$ cat src/hdl/cte_pkg.sv
// shared types, constants and range functions for the time-setting editor
package cte_pkg;

  typedef enum logic [1:0] {
    CMD_TICK   = 2'd0,
    CMD_KEY    = 2'd1,
    CMD_SAMPLE = 2'd2,
    CMD_NOP    = 2'd3
  } cmd_t;

  typedef enum logic [1:0] {
    KEY_MODE = 2'd0,
    KEY_NEXT = 2'd1,
    KEY_INC  = 2'd2,
    KEY_DEC  = 2'd3
  } key_t;

  localparam int NUM_FIELDS = 6;

  localparam logic [2:0] F_YEAR   = 3'd0;
  localparam logic [2:0] F_MONTH  = 3'd1;
  localparam logic [2:0] F_DATE   = 3'd2;
  localparam logic [2:0] F_HOUR   = 3'd3;
  localparam logic [2:0] F_MINUTE = 3'd4;
  localparam logic [2:0] F_SECOND = 3'd5;

  localparam logic [15:0] BLINK_TICKS_RESET = 16'd1000;

  // field limits, signed so that a decrement below zero compares right
  localparam logic signed [8:0] YEAR_MIN   = 9'sd0;
  localparam logic signed [8:0] YEAR_MAX   = 9'sd99;
  localparam logic signed [8:0] MONTH_MIN  = 9'sd1;
  localparam logic signed [8:0] MONTH_MAX  = 9'sd12;
  localparam logic signed [8:0] DATE_MIN   = 9'sd1;
  localparam logic signed [8:0] HOUR_MIN   = 9'sd0;
  localparam logic signed [8:0] HOUR_MAX   = 9'sd23;
  localparam logic signed [8:0] MINSEC_MIN = 9'sd0;
  localparam logic signed [8:0] MINSEC_MAX = 9'sd59;

  typedef struct packed {
    cmd_t       cmd;
    key_t       key;
    logic [6:0] year;
    logic [3:0] month;
    logic [4:0] date;
    logic [4:0] hour;
    logic [5:0] minute;
    logic [5:0] second;
  } item_t;

  typedef struct packed {
    logic [6:0] year;
    logic [6:0] month;
    logic [6:0] date;
    logic [6:0] hour;
    logic [6:0] minute;
    logic [6:0] second;
    logic [2:0] selected;
    logic       blank_selected;
    logic       editing;
    logic       commit;
  } res_t;

  function automatic logic [6:0] wrap_range(input logic signed [8:0] v,
                                            input logic signed [8:0] lo,
                                            input logic signed [8:0] hi);
    logic signed [8:0] r;
    if (v < lo) r = hi;
    else if (v > hi) r = lo;
    else r = v;
    return r[6:0];
  endfunction

  // last date of the month, leap year when the year is a multiple of four
  function automatic logic signed [8:0] date_max(input logic [6:0] month,
                                                 input logic [6:0] year);
    logic signed [8:0] d;
    if (month == 7'd2) d = (year[1:0] == 2'b00) ? 9'sd29 : 9'sd28;
    else if (month inside {7'd4, 7'd6, 7'd9, 7'd11}) d = 9'sd30;
    else d = 9'sd31;
    return d;
  endfunction

endpackage

$ cat src/hdl/cte_in_stage.sv
// input register stage holding one accepted word
module cte_in_stage (
  input  logic           clk,
  input  logic           rst,
  input  logic           in_valid,
  output logic           in_ready,
  input  cte_pkg::item_t item_in,
  output cte_pkg::item_t item,
  output logic           valid,
  input  logic           take
);

  assign in_ready = !valid || take;

  always_ff @(posedge clk) begin
    if (rst) begin
      valid <= 1'b0;
    end else if (in_ready) begin
      valid <= in_valid;
    end
  end

  always_ff @(posedge clk) begin
    if (in_valid && in_ready) begin
      item <= item_in;
    end
  end

endmodule

$ cat src/hdl/cte_core.sv
// editor state registers and the one-pass update for a word
module cte_core (
  input  logic           clk,
  input  logic           rst,
  input  logic           cfg_we,
  input  logic [15:0]    cfg_wdata,
  input  logic           advance,
  input  cte_pkg::item_t item,
  output cte_pkg::res_t  result
);

  logic [6:0]  fields [cte_pkg::NUM_FIELDS];
  logic        edit_active;
  logic [2:0]  field_select;
  logic        blink_phase;
  logic [15:0] tick_count;
  logic [15:0] blink_ticks;

  logic [6:0]  fields_next [cte_pkg::NUM_FIELDS];
  logic        edit_active_next;
  logic [2:0]  field_select_next;
  logic        blink_phase_next;
  logic [15:0] tick_count_next;
  logic        commit_next;

  always_comb begin
    logic signed [8:0] vals [cte_pkg::NUM_FIELDS];
    logic signed [8:0] base;
    logic [2:0]        sel;
    logic [15:0]       tick_inc;
    logic [6:0]        year_w;
    logic [6:0]        month_w;

    for (int i = 0; i < cte_pkg::NUM_FIELDS; i++) begin
      fields_next[i] = fields[i];
      vals[i]        = $signed({2'b00, fields[i]});
    end
    edit_active_next  = edit_active;
    field_select_next = field_select;
    blink_phase_next  = blink_phase;
    tick_count_next   = tick_count;
    commit_next       = 1'b0;

    sel  = (field_select > cte_pkg::F_SECOND) ? cte_pkg::F_YEAR : field_select;
    base = $signed({2'b00, fields[sel]});
    vals[sel] = (item.key == cte_pkg::KEY_INC) ? base + 9'sd1 : base - 9'sd1;

    // year and month settle first, the date limit follows them
    year_w  = cte_pkg::wrap_range(vals[cte_pkg::F_YEAR], cte_pkg::YEAR_MIN,
                                  cte_pkg::YEAR_MAX);
    month_w = cte_pkg::wrap_range(vals[cte_pkg::F_MONTH], cte_pkg::MONTH_MIN,
                                  cte_pkg::MONTH_MAX);
    tick_inc = tick_count + 16'd1;

    case (item.cmd)
      cte_pkg::CMD_TICK: begin
        if (tick_inc >= blink_ticks) begin
          tick_count_next = '0;
          if (edit_active) blink_phase_next = !blink_phase;
        end else begin
          tick_count_next = tick_inc;
        end
      end
      cte_pkg::CMD_KEY: begin
        case (item.key)
          cte_pkg::KEY_MODE: begin
            if (edit_active) begin
              edit_active_next = 1'b0;
              commit_next      = 1'b1;
              blink_phase_next = 1'b0;
            end else begin
              edit_active_next = 1'b1;
            end
          end
          cte_pkg::KEY_NEXT: begin
            if (edit_active) begin
              field_select_next = (sel == cte_pkg::F_SECOND) ? cte_pkg::F_YEAR
                                                             : sel + 3'd1;
            end
          end
          cte_pkg::KEY_INC, cte_pkg::KEY_DEC: begin
            if (edit_active) begin
              fields_next[cte_pkg::F_YEAR]   = year_w;
              fields_next[cte_pkg::F_MONTH]  = month_w;
              fields_next[cte_pkg::F_DATE]   = cte_pkg::wrap_range(
                vals[cte_pkg::F_DATE], cte_pkg::DATE_MIN,
                cte_pkg::date_max(month_w, year_w));
              fields_next[cte_pkg::F_HOUR]   = cte_pkg::wrap_range(
                vals[cte_pkg::F_HOUR], cte_pkg::HOUR_MIN, cte_pkg::HOUR_MAX);
              fields_next[cte_pkg::F_MINUTE] = cte_pkg::wrap_range(
                vals[cte_pkg::F_MINUTE], cte_pkg::MINSEC_MIN, cte_pkg::MINSEC_MAX);
              fields_next[cte_pkg::F_SECOND] = cte_pkg::wrap_range(
                vals[cte_pkg::F_SECOND], cte_pkg::MINSEC_MIN, cte_pkg::MINSEC_MAX);
            end
          end
          default: begin
          end
        endcase
      end
      cte_pkg::CMD_SAMPLE: begin
        if (!edit_active) begin
          fields_next[cte_pkg::F_YEAR]   = item.year;
          fields_next[cte_pkg::F_MONTH]  = {3'b000, item.month};
          fields_next[cte_pkg::F_DATE]   = {2'b00, item.date};
          fields_next[cte_pkg::F_HOUR]   = {2'b00, item.hour};
          fields_next[cte_pkg::F_MINUTE] = {1'b0, item.minute};
          fields_next[cte_pkg::F_SECOND] = {1'b0, item.second};
          blink_phase_next = 1'b0;
        end
      end
      default: begin
      end
    endcase
  end

  always_comb begin
    result.year           = fields_next[cte_pkg::F_YEAR];
    result.month          = fields_next[cte_pkg::F_MONTH];
    result.date           = fields_next[cte_pkg::F_DATE];
    result.hour           = fields_next[cte_pkg::F_HOUR];
    result.minute         = fields_next[cte_pkg::F_MINUTE];
    result.second         = fields_next[cte_pkg::F_SECOND];
    result.selected       = field_select_next;
    result.blank_selected = blink_phase_next;
    result.editing        = edit_active_next;
    result.commit         = commit_next;
  end

  always_ff @(posedge clk) begin
    if (rst) begin
      for (int i = 0; i < cte_pkg::NUM_FIELDS; i++) fields[i] <= '0;
      edit_active  <= 1'b0;
      field_select <= cte_pkg::F_YEAR;
      blink_phase  <= 1'b0;
      tick_count   <= '0;
    end else if (advance) begin
      for (int i = 0; i < cte_pkg::NUM_FIELDS; i++) fields[i] <= fields_next[i];
      edit_active  <= edit_active_next;
      field_select <= field_select_next;
      blink_phase  <= blink_phase_next;
      tick_count   <= tick_count_next;
    end
  end

  always_ff @(posedge clk) begin
    if (rst) begin
      blink_ticks <= cte_pkg::BLINK_TICKS_RESET;
    end else if (cfg_we) begin
      blink_ticks <= cfg_wdata;
    end
  end

endmodule

$ cat src/hdl/clock_time_set_editor.sv
// top level of the calendar clock time-setting editor
//
//   channel  | handshake               | payload
//   ---------+-------------------------+-------------------------------------------
//   input    | in_valid / in_ready     | cmd, key, in_year .. in_second
//   output   | out_valid / out_ready   | out_year .. out_second, selected,
//            |                         | blank_selected, editing, commit
//   config   | cfg_we                  | cfg_wdata (blink_ticks, 16 bit)
//
// one word per cycle sustained while out_ready stays high; an accepted word goes
// through the input register, then the state update and result register in one pass
// synchronous reset: count mode, year selected, all fields and counters zero,
// blink period back to 1000 ticks
// an output stall holds the result register; the input register takes one more word
// only if it is empty, then in_ready drops until the result is taken
module clock_time_set_editor (
  input  logic        clk,
  input  logic        rst,
  // input channel
  input  logic        in_valid,
  output logic        in_ready,
  input  logic [1:0]  cmd,
  input  logic [1:0]  key,
  input  logic [6:0]  in_year,
  input  logic [3:0]  in_month,
  input  logic [4:0]  in_date,
  input  logic [4:0]  in_hour,
  input  logic [5:0]  in_minute,
  input  logic [5:0]  in_second,
  // output channel
  output logic        out_valid,
  input  logic        out_ready,
  output logic [6:0]  out_year,
  output logic [6:0]  out_month,
  output logic [6:0]  out_date,
  output logic [6:0]  out_hour,
  output logic [6:0]  out_minute,
  output logic [6:0]  out_second,
  output logic [2:0]  selected,
  output logic        blank_selected,
  output logic        editing,
  output logic        commit,
  // blink period register
  input  logic        cfg_we,
  input  logic [15:0] cfg_wdata
);

  cte_pkg::item_t item_in;
  cte_pkg::item_t item;
  logic           s1_valid;
  logic           s1_take;
  cte_pkg::res_t  result;
  cte_pkg::res_t  res_reg;

  // gather the input word
  always_comb begin
    item_in.cmd    = cte_pkg::cmd_t'(cmd);
    item_in.key    = cte_pkg::key_t'(key);
    item_in.year   = in_year;
    item_in.month  = in_month;
    item_in.date   = in_date;
    item_in.hour   = in_hour;
    item_in.minute = in_minute;
    item_in.second = in_second;
  end

  // the held word moves on whenever the result register is free or emptying
  assign s1_take = s1_valid && (!out_valid || out_ready);

  cte_in_stage u_in (
    .clk      (clk),
    .rst      (rst),
    .in_valid (in_valid),
    .in_ready (in_ready),
    .item_in  (item_in),
    .item     (item),
    .valid    (s1_valid),
    .take     (s1_take)
  );

  // state update happens on the same edge the result is captured
  cte_core u_core (
    .clk       (clk),
    .rst       (rst),
    .cfg_we    (cfg_we),
    .cfg_wdata (cfg_wdata),
    .advance   (s1_take),
    .item      (item),
    .result    (result)
  );

  // result register
  always_ff @(posedge clk) begin
    if (rst) begin
      out_valid <= 1'b0;
    end else if (s1_take) begin
      out_valid <= 1'b1;
    end else if (out_ready) begin
      out_valid <= 1'b0;
    end
  end

  always_ff @(posedge clk) begin
    if (s1_take) begin
      res_reg <= result;
    end
  end

  assign out_year       = res_reg.year;
  assign out_month      = res_reg.month;
  assign out_date       = res_reg.date;
  assign out_hour       = res_reg.hour;
  assign out_minute     = res_reg.minute;
  assign out_second     = res_reg.second;
  assign selected       = res_reg.selected;
  assign blank_selected = res_reg.blank_selected;
  assign editing        = res_reg.editing;
  assign commit         = res_reg.commit;

endmodule

$ cat config.mk
export PLATFORM = sky130hd
export DESIGN_NAME = clock_time_set_editor
export DESIGN_NICKNAME = d
export VERILOG_FILES = /design/src/hdl/cte_pkg.sv /design/src/hdl/cte_in_stage.sv /design/src/hdl/cte_core.sv /design/src/hdl/clock_time_set_editor.sv
export SDC_FILE = /design/constraint.sdc
export NUM_CORES = 1
export LEC_CHECK = 0
export BUFFER_PORTS_ARGS = -buffer_cell sky130_fd_sc_hd__buf_2
export CAP_MARGIN = 20
export CORE_ASPECT_RATIO = 1.4
export CORE_MARGIN = 2
export CORE_UTILIZATION = 48
export CTS_BUF_LIST = sky130_fd_sc_hd__clkbuf_8
export CTS_CLUSTER_SIZE = 20
export DETAILED_ROUTE_END_ITERATION = 10
export PLACE_DENSITY = 0.75
export SLEW_MARGIN = 0
export SYNTH_ARGS = -nofsm -noshare
export SYNTH_HDL_FRONTEND = slang
export SYNTH_HIERARCHICAL = 1
export SYNTH_SLANG_ARGS = --single-unit
$ cat constraint.sdc
create_clock -name clk -period 8.35 [get_ports clk]
set_input_delay 0.835 -clock clk [delete_from_list [all_inputs] [get_ports clk]]
set_output_delay 0.835 -clock clk [all_outputs]
set_load 0.05 [all_outputs]
# ---- Yosys cells after proc, flatten, opt, wreduce, memory -nomap -nowiden
# Memory sizes are Yosys's and may differ from the RTL's.
# Cells that the tools add are included.
dict set report totals {
  ff_bits 124
  ramBits 42
  out_inout_bits 50
  word_cells 135
  memories 1
}
# memory depth word_bits rd rd_ports_with_merged_regs write_ports line_no
set mem_list {}
lappend mem_list {u_core.fields 6 7 7 0 6 cte_core.sv:12} ;# logic [6:0] fields [cte_pkg::NUM_FIELDS];
dict set report classes {
  n_reduce_logical 16
  n_lt_le_gt_ge 16
  n_eq_ne 11
  n_bitwise 7
  addsub 4
  muxes 55
}
# operator count
set op_table {}
lappend op_table {{42-bit two-way mux} 3}
lappend op_table {{7-bit two-way mux} 18}
lappend op_table {{42-bit case mux with 2 select lines} 1}
lappend op_table {{54-bit bitwise mux} 1}
lappend op_table {{9-bit two-way mux} 6}
lappend op_table {{9-bit by 1-bit < comparator with 1-bit output (second input constant)} 4}
lappend op_table {{9-bit demux with 3-bit select} 1}
lappend op_table {{9-bit by 7-bit greater-than comparator with 1-bit output (second input constant)} 2}
lappend op_table {{9-bit by 2-bit < comparator with 1-bit output (second input constant)} 2}
lappend op_table {{1-bit two-way mux} 18}
lappend op_table {{16-bit by 1-bit adder with 16-bit output (second input constant)} 1}
lappend op_table {{16-bit greater-or-equal comparator} 1}
lappend op_table {{16-bit two-way mux} 1}
lappend op_table {{3-bit two-way mux} 5}
lappend op_table {{7-bit by 3-bit == test with 1-bit output (second input constant)} 2}
lappend op_table {{7-bit by 4-bit == test with 1-bit output (second input constant)} 2}
lappend op_table {{9-bit by 5-bit greater-than comparator with 1-bit output (second input constant)} 1}
lappend op_table {{9-bit by 6-bit greater-than comparator with 1-bit output (second input constant)} 1}
lappend op_table {{9-bit by 8-bit greater-than comparator with 1-bit output (second input constant)} 1}
lappend op_table {{9-bit greater-than comparator} 1}
lappend op_table {{7-bit by 1-bit adder with 8-bit output (second input constant)} 1}
lappend op_table {{7-bit by 1-bit subtractor with 8-bit output (second input constant)} 1}
lappend op_table {{7-bit by 2-bit == test with 1-bit output (second input constant)} 1}
lappend op_table {{2-bit == test (second input constant)} 3}
lappend op_table {{17 further kinds} 31}

# ---- Longest topological paths before layout
dict set report logic_depth {
  ltp_word 25
  mapped_depth 27
  depth_no_buf 24
}

# ---- Modules after synthesis
# The synthesis kept the hierarchy.
# module area_per_inst_um2 cells_each seq_area_each_um2 instances
set modules_own_cells {}
lappend modules_own_cells {cte_core 6726.5 824 2001.9 1}
lappend modules_own_cells {clock_time_set_editor 1496.4 53 1461.4 1}
lappend modules_own_cells {cte_in_stage 1166.1 42 1131.1 1}

# ---- Worst setup path before layout
# No wires, ideal clock.
dict set report synth_path {
  kind {flip-flop to flip-flop}
  startpoint {register u_core.field_select[0]}
  endpoint {memory u_core.fields[2][3], data pin}
  slack_ns 3.448
  path_stages_with_launch 26
  required_ns 8.072
  synth_period_minus_slack_ns 4.902
  setup_time_ns 0.278
  arrival_time_ns 4.624
  path_cell_list {dfxtp_1 -> buf_6 -> buf_12 -> mux2i_1 -> a22oi_4 -> nand2_1 -> inv_1 -> ha_1 -> and3b_1 -> a21oi_1 -> or3_1 -> and2_1 -> clkbuf_1 -> o21ai_0 -> and2_1 -> mux2_2 -> a211oi_2 -> or2_2 -> ha_1 -> a21oi_1 -> and3_1 -> nand4_1 -> nand3_1 -> o311ai_1 -> a2111oi_0 -> nor3_1}
}
# element line_no
set synth_lines {}
lappend synth_lines {{start: declaration} cte_core.sv:14} ;# logic [2:0] field_select;
lappend synth_lines {{start signal: assignment} cte_core.sv:133} ;# field_select <= cte_pkg::F_YEAR;
lappend synth_lines {{start signal: assignment} cte_core.sv:139} ;# field_select <= field_select_next;
lappend synth_lines {{end: declaration} cte_core.sv:12}

==> results.md <==
* # setup viols final at 0
* CTS sink count at 166
* Placer Congestion at 0.998
* RSZ-0062 raised after global routing: no
* FFs w/ async S/R, synth at 0%
* Starting Density at 48.9%
* FP Rows at 60
* Static leakage at 0.00413 µW
* Die ar. at between 0.02 and 0.025 mm²
* Clock Tree Root: clkbuf_8
* Number of synthesized flops with an enable pin at 127
* # resized after CTS at 0
* DRT antenna net count at 0
* Commonest non-fill, non-tap cell in the layout: edfxtp_1
* Final Max Slew Viols at 0
* Syn Inst Count at about 920
* Area delta synth->final at 11.4%
* Largest net degree at the start of global routing at 62
* CTS clk-pin slew, worst paths at 0.10 ns
* Die Y at 169 µm
* H-Tree Depth at 4
* Post-CTS Setup Inserts at 0
* Pwr dens at ~190 mW/mm²
* Max Buffers Root-to-Sink at 2
* Top FF cell, synth: edfxtp_1
* Setup TNS at 0 ns
* Hold path depth at 2
* Hold_buf cts at 0
* Clock skew at 0.0146 ns
* Post-synthesis cell area at 0.00939 mm²
* FF-to-FF path depth at 22
* Placeable Area at slightly below 0.02 mm²
* Worst vdd ir at 0.0912 mV
* Syn Nets at 1005
* Ys Warns at 6
* Layout cells sized above 1 at roughly 18%
* Worst setup SP type: flip-flop
* Sequential area share after synthesis at 48.9%
* Vias in the first global route at 7705
* Worst slew margin at 28.1%
* Register-to-Register Setup Slack at 2.00 ns
* Critical path endpoint category: flip-flop
* Crit Path Category: reg2reg
* FILL cells at 1726
* CP required at 8.53 ns
* Gr usage total at approximately a quarter
* Most frequent cells in the layout: edfxtp_1 (127), buf_2 (107), nand2_1 (88), nor2_1 (74), a21oi_1 (56)
* Post-route DRC at 0
* CP arrival at between 6 and 7 ns
* Worst-path cell chain: buf_4, mux2i_1, a2bb2oi_2, nand2_1, inv_1, ha_1, and3b_1, o21ai_0, nor4b_2, nor2_1, nor4_4, a41o_1, nand2_1, or2_2, ha_1, a21oi_1, and3_1, nand4_1, nand3_1, o311ai_1, a2111oi_0, nor3_1
* First-pass GRT wire length at a little over 40000 µm
* Initial antenna violation count at 0
* Yosys cell types at 93
* Slowest CP cell: dfxtp_1
* Fmax at 0.157 GHz
* Outcome: completed
* Hold crit path type: reg2reg
* Final wirelength at 26400 µm
* Post-DR vias/cell at approximately 6.2
* Hold Path Sink: out_valid
* Max incr delay on CP at 0.74 ns
* Final Hold Fails at 0
* Worst path depth at 22
* Global route overflow at 0
* Io pins at around 110
* CTS buffer count at 17
* CTS tree: yes
* Reg-to-Reg End: u_core/fields[2][3]
* Flops & latches, synth at 166
* Routed vias at 7823
* Worst setup margin at 2.00 ns
* Final nets at about 1100
* First-pass iteration count of the detailed router at 5
* Max-cap check violation count at 0
* Mapped Avg Cell Area at 10.2 µm²
* Final Cycle Share at roughly 76%
* Hold_sp: u_in/valid
* Wire length per cell at ~21 µm
* Min Hold Slack at 0.488 ns
* Buf+Inv Stages, Crit Path at 2
* Crit path max fanout at 22
* PortBufs at 107
* Worst-margin pin slew at around 1.1 ns
* Clk Latency, worst-skew pair at 0.47 ns
* Placement Setup Slack at approximately 2.2 ns
* Min Tclk post-route at 6.35 ns
* DP HPWL at slightly below 20000 µm
* Reg2reg start: u_core/field_select[0]
* Iter 0 DRT Violations at 618
* Die Wd at around 120 µm
* Crit-path leading delay family: simple AND/OR/NAND/NOR gates
==> logic make-up after synthesis <==
family	count (synthesis)	share of synthesized area (%)
and+or+nand+nor	338	18.8
AOI/OAI and AO/OA	247	18.7
DFF	166	48.9
buffers and inverters	85	4.00
muxes	37	3.98
adders and majority gates	28	3.73
xor gates and xnor gates	18	1.84
==> state kept, by name, summed over array words and instances (netlist names), 16 cells and up <==
register,count
u_core/blink_ticks,16
u_core/fields,42
u_core/tick_count,16
u_in/item,37
==> power by group <==
part	switching, µW	internal, µW
Clock	312	298
Sequential	38.9	948
Combinational	261	110
==> layout make-up <==
type | instances | area, µm² | share of cell area, %
clock inverters | 15 | 181 | 1.73
multi-input cells | 668 | 4420 | 42.3
inverters | 33 | 124 | 1.18
repair buffers | 114 | 588 | 5.62
diodes | 1 | 2.50 | 0.0239
flip-flops and latches | 166 | 4590 | 43.9
clock buffers | 17 | 234 | 2.24
well taps | 248 | 310 | 2.97
==> synth_stat cells (all sizes together), types with 5 or more instances <==
cell type  count  share of area, %
a221o          5              0.53
and2          40               2.7
or2            7              0.47
nand2b        15               1.2
o31ai         10              0.80
xnor2         10               1.1
a31oi         13              0.87
a22oi         15               1.3
nor3          13              0.69
nor3b          7              0.56
nor2b          8              0.56
o211ai        12              0.96
xor2           8              0.75
ha            28               3.7
a22o           7              0.65
o22ai          8              0.67
a21o           7              0.57
dfxtp         39               8.3
nor4           6              0.79
a21oi         58               3.2
a211oi        11              0.93
nand2         88               3.5
buf           15               1.2
nor2          74               3.0
nand3b         8              0.64
o21ai         45               2.4
and3          24               1.6
mux2i         34               3.6
nand4          5              0.33
a221oi         5              0.47
edfxtp       127                41
clkbuf        37               1.5
nand3         28               1.5
inv           33               1.3
==> worst reg2reg max path, delay by kind of cell, from the launching register on <==
kind            cells  cell delay [ns]
fa+ha+maj           2             0.44
mux                 1             0.15
flops               1             0.74
simple gates       11             2.47
compound gates      6             1.64
buf+inv             2             0.63
==> worst max-delay path by stage <==
stage	slack, ns	end	start
after floorplan	3.45	u_core/fields[2][3]	u_core/field_select[0]
after global placement	2.39	u_core/fields[2][2]	u_core/field_select[0]
after detailed placement	2.18	u_core/fields[2][3]	u_core/field_select[0]
after CTS	2.12	u_core/fields[2][3]	u_core/field_select[0]
after global routing	1.51	u_core/fields[2][3]	u_core/field_select[0]
final	2.00	u_core/fields[2][3]	u_core/field_select[0]
==> layer usage <==
| metal | share of wire [%] | global-route usage [%] |
|---|---|---|
| met5 | 0 | 0 |
| met1 | 37 | 28.9 |
| met3 | 7.0 | 5.07 |
| met4 | 5.8 | 16.9 |
| met2 | 50 | 44.7 |
==> per-stage QoR <==
stage	util, %	area (µm²)	power, µW	std cells
floorplan	-	9390	1250	919
global placement	52.2	10000	1370	1229
detailed placement	52.2	10000	1370	1229
CTS	54.4	10500	1980	1261
global route	54.4	10500	2040	1261
finish	54.4	10500	1970	1262
Power figures use the tool's default switching activity.
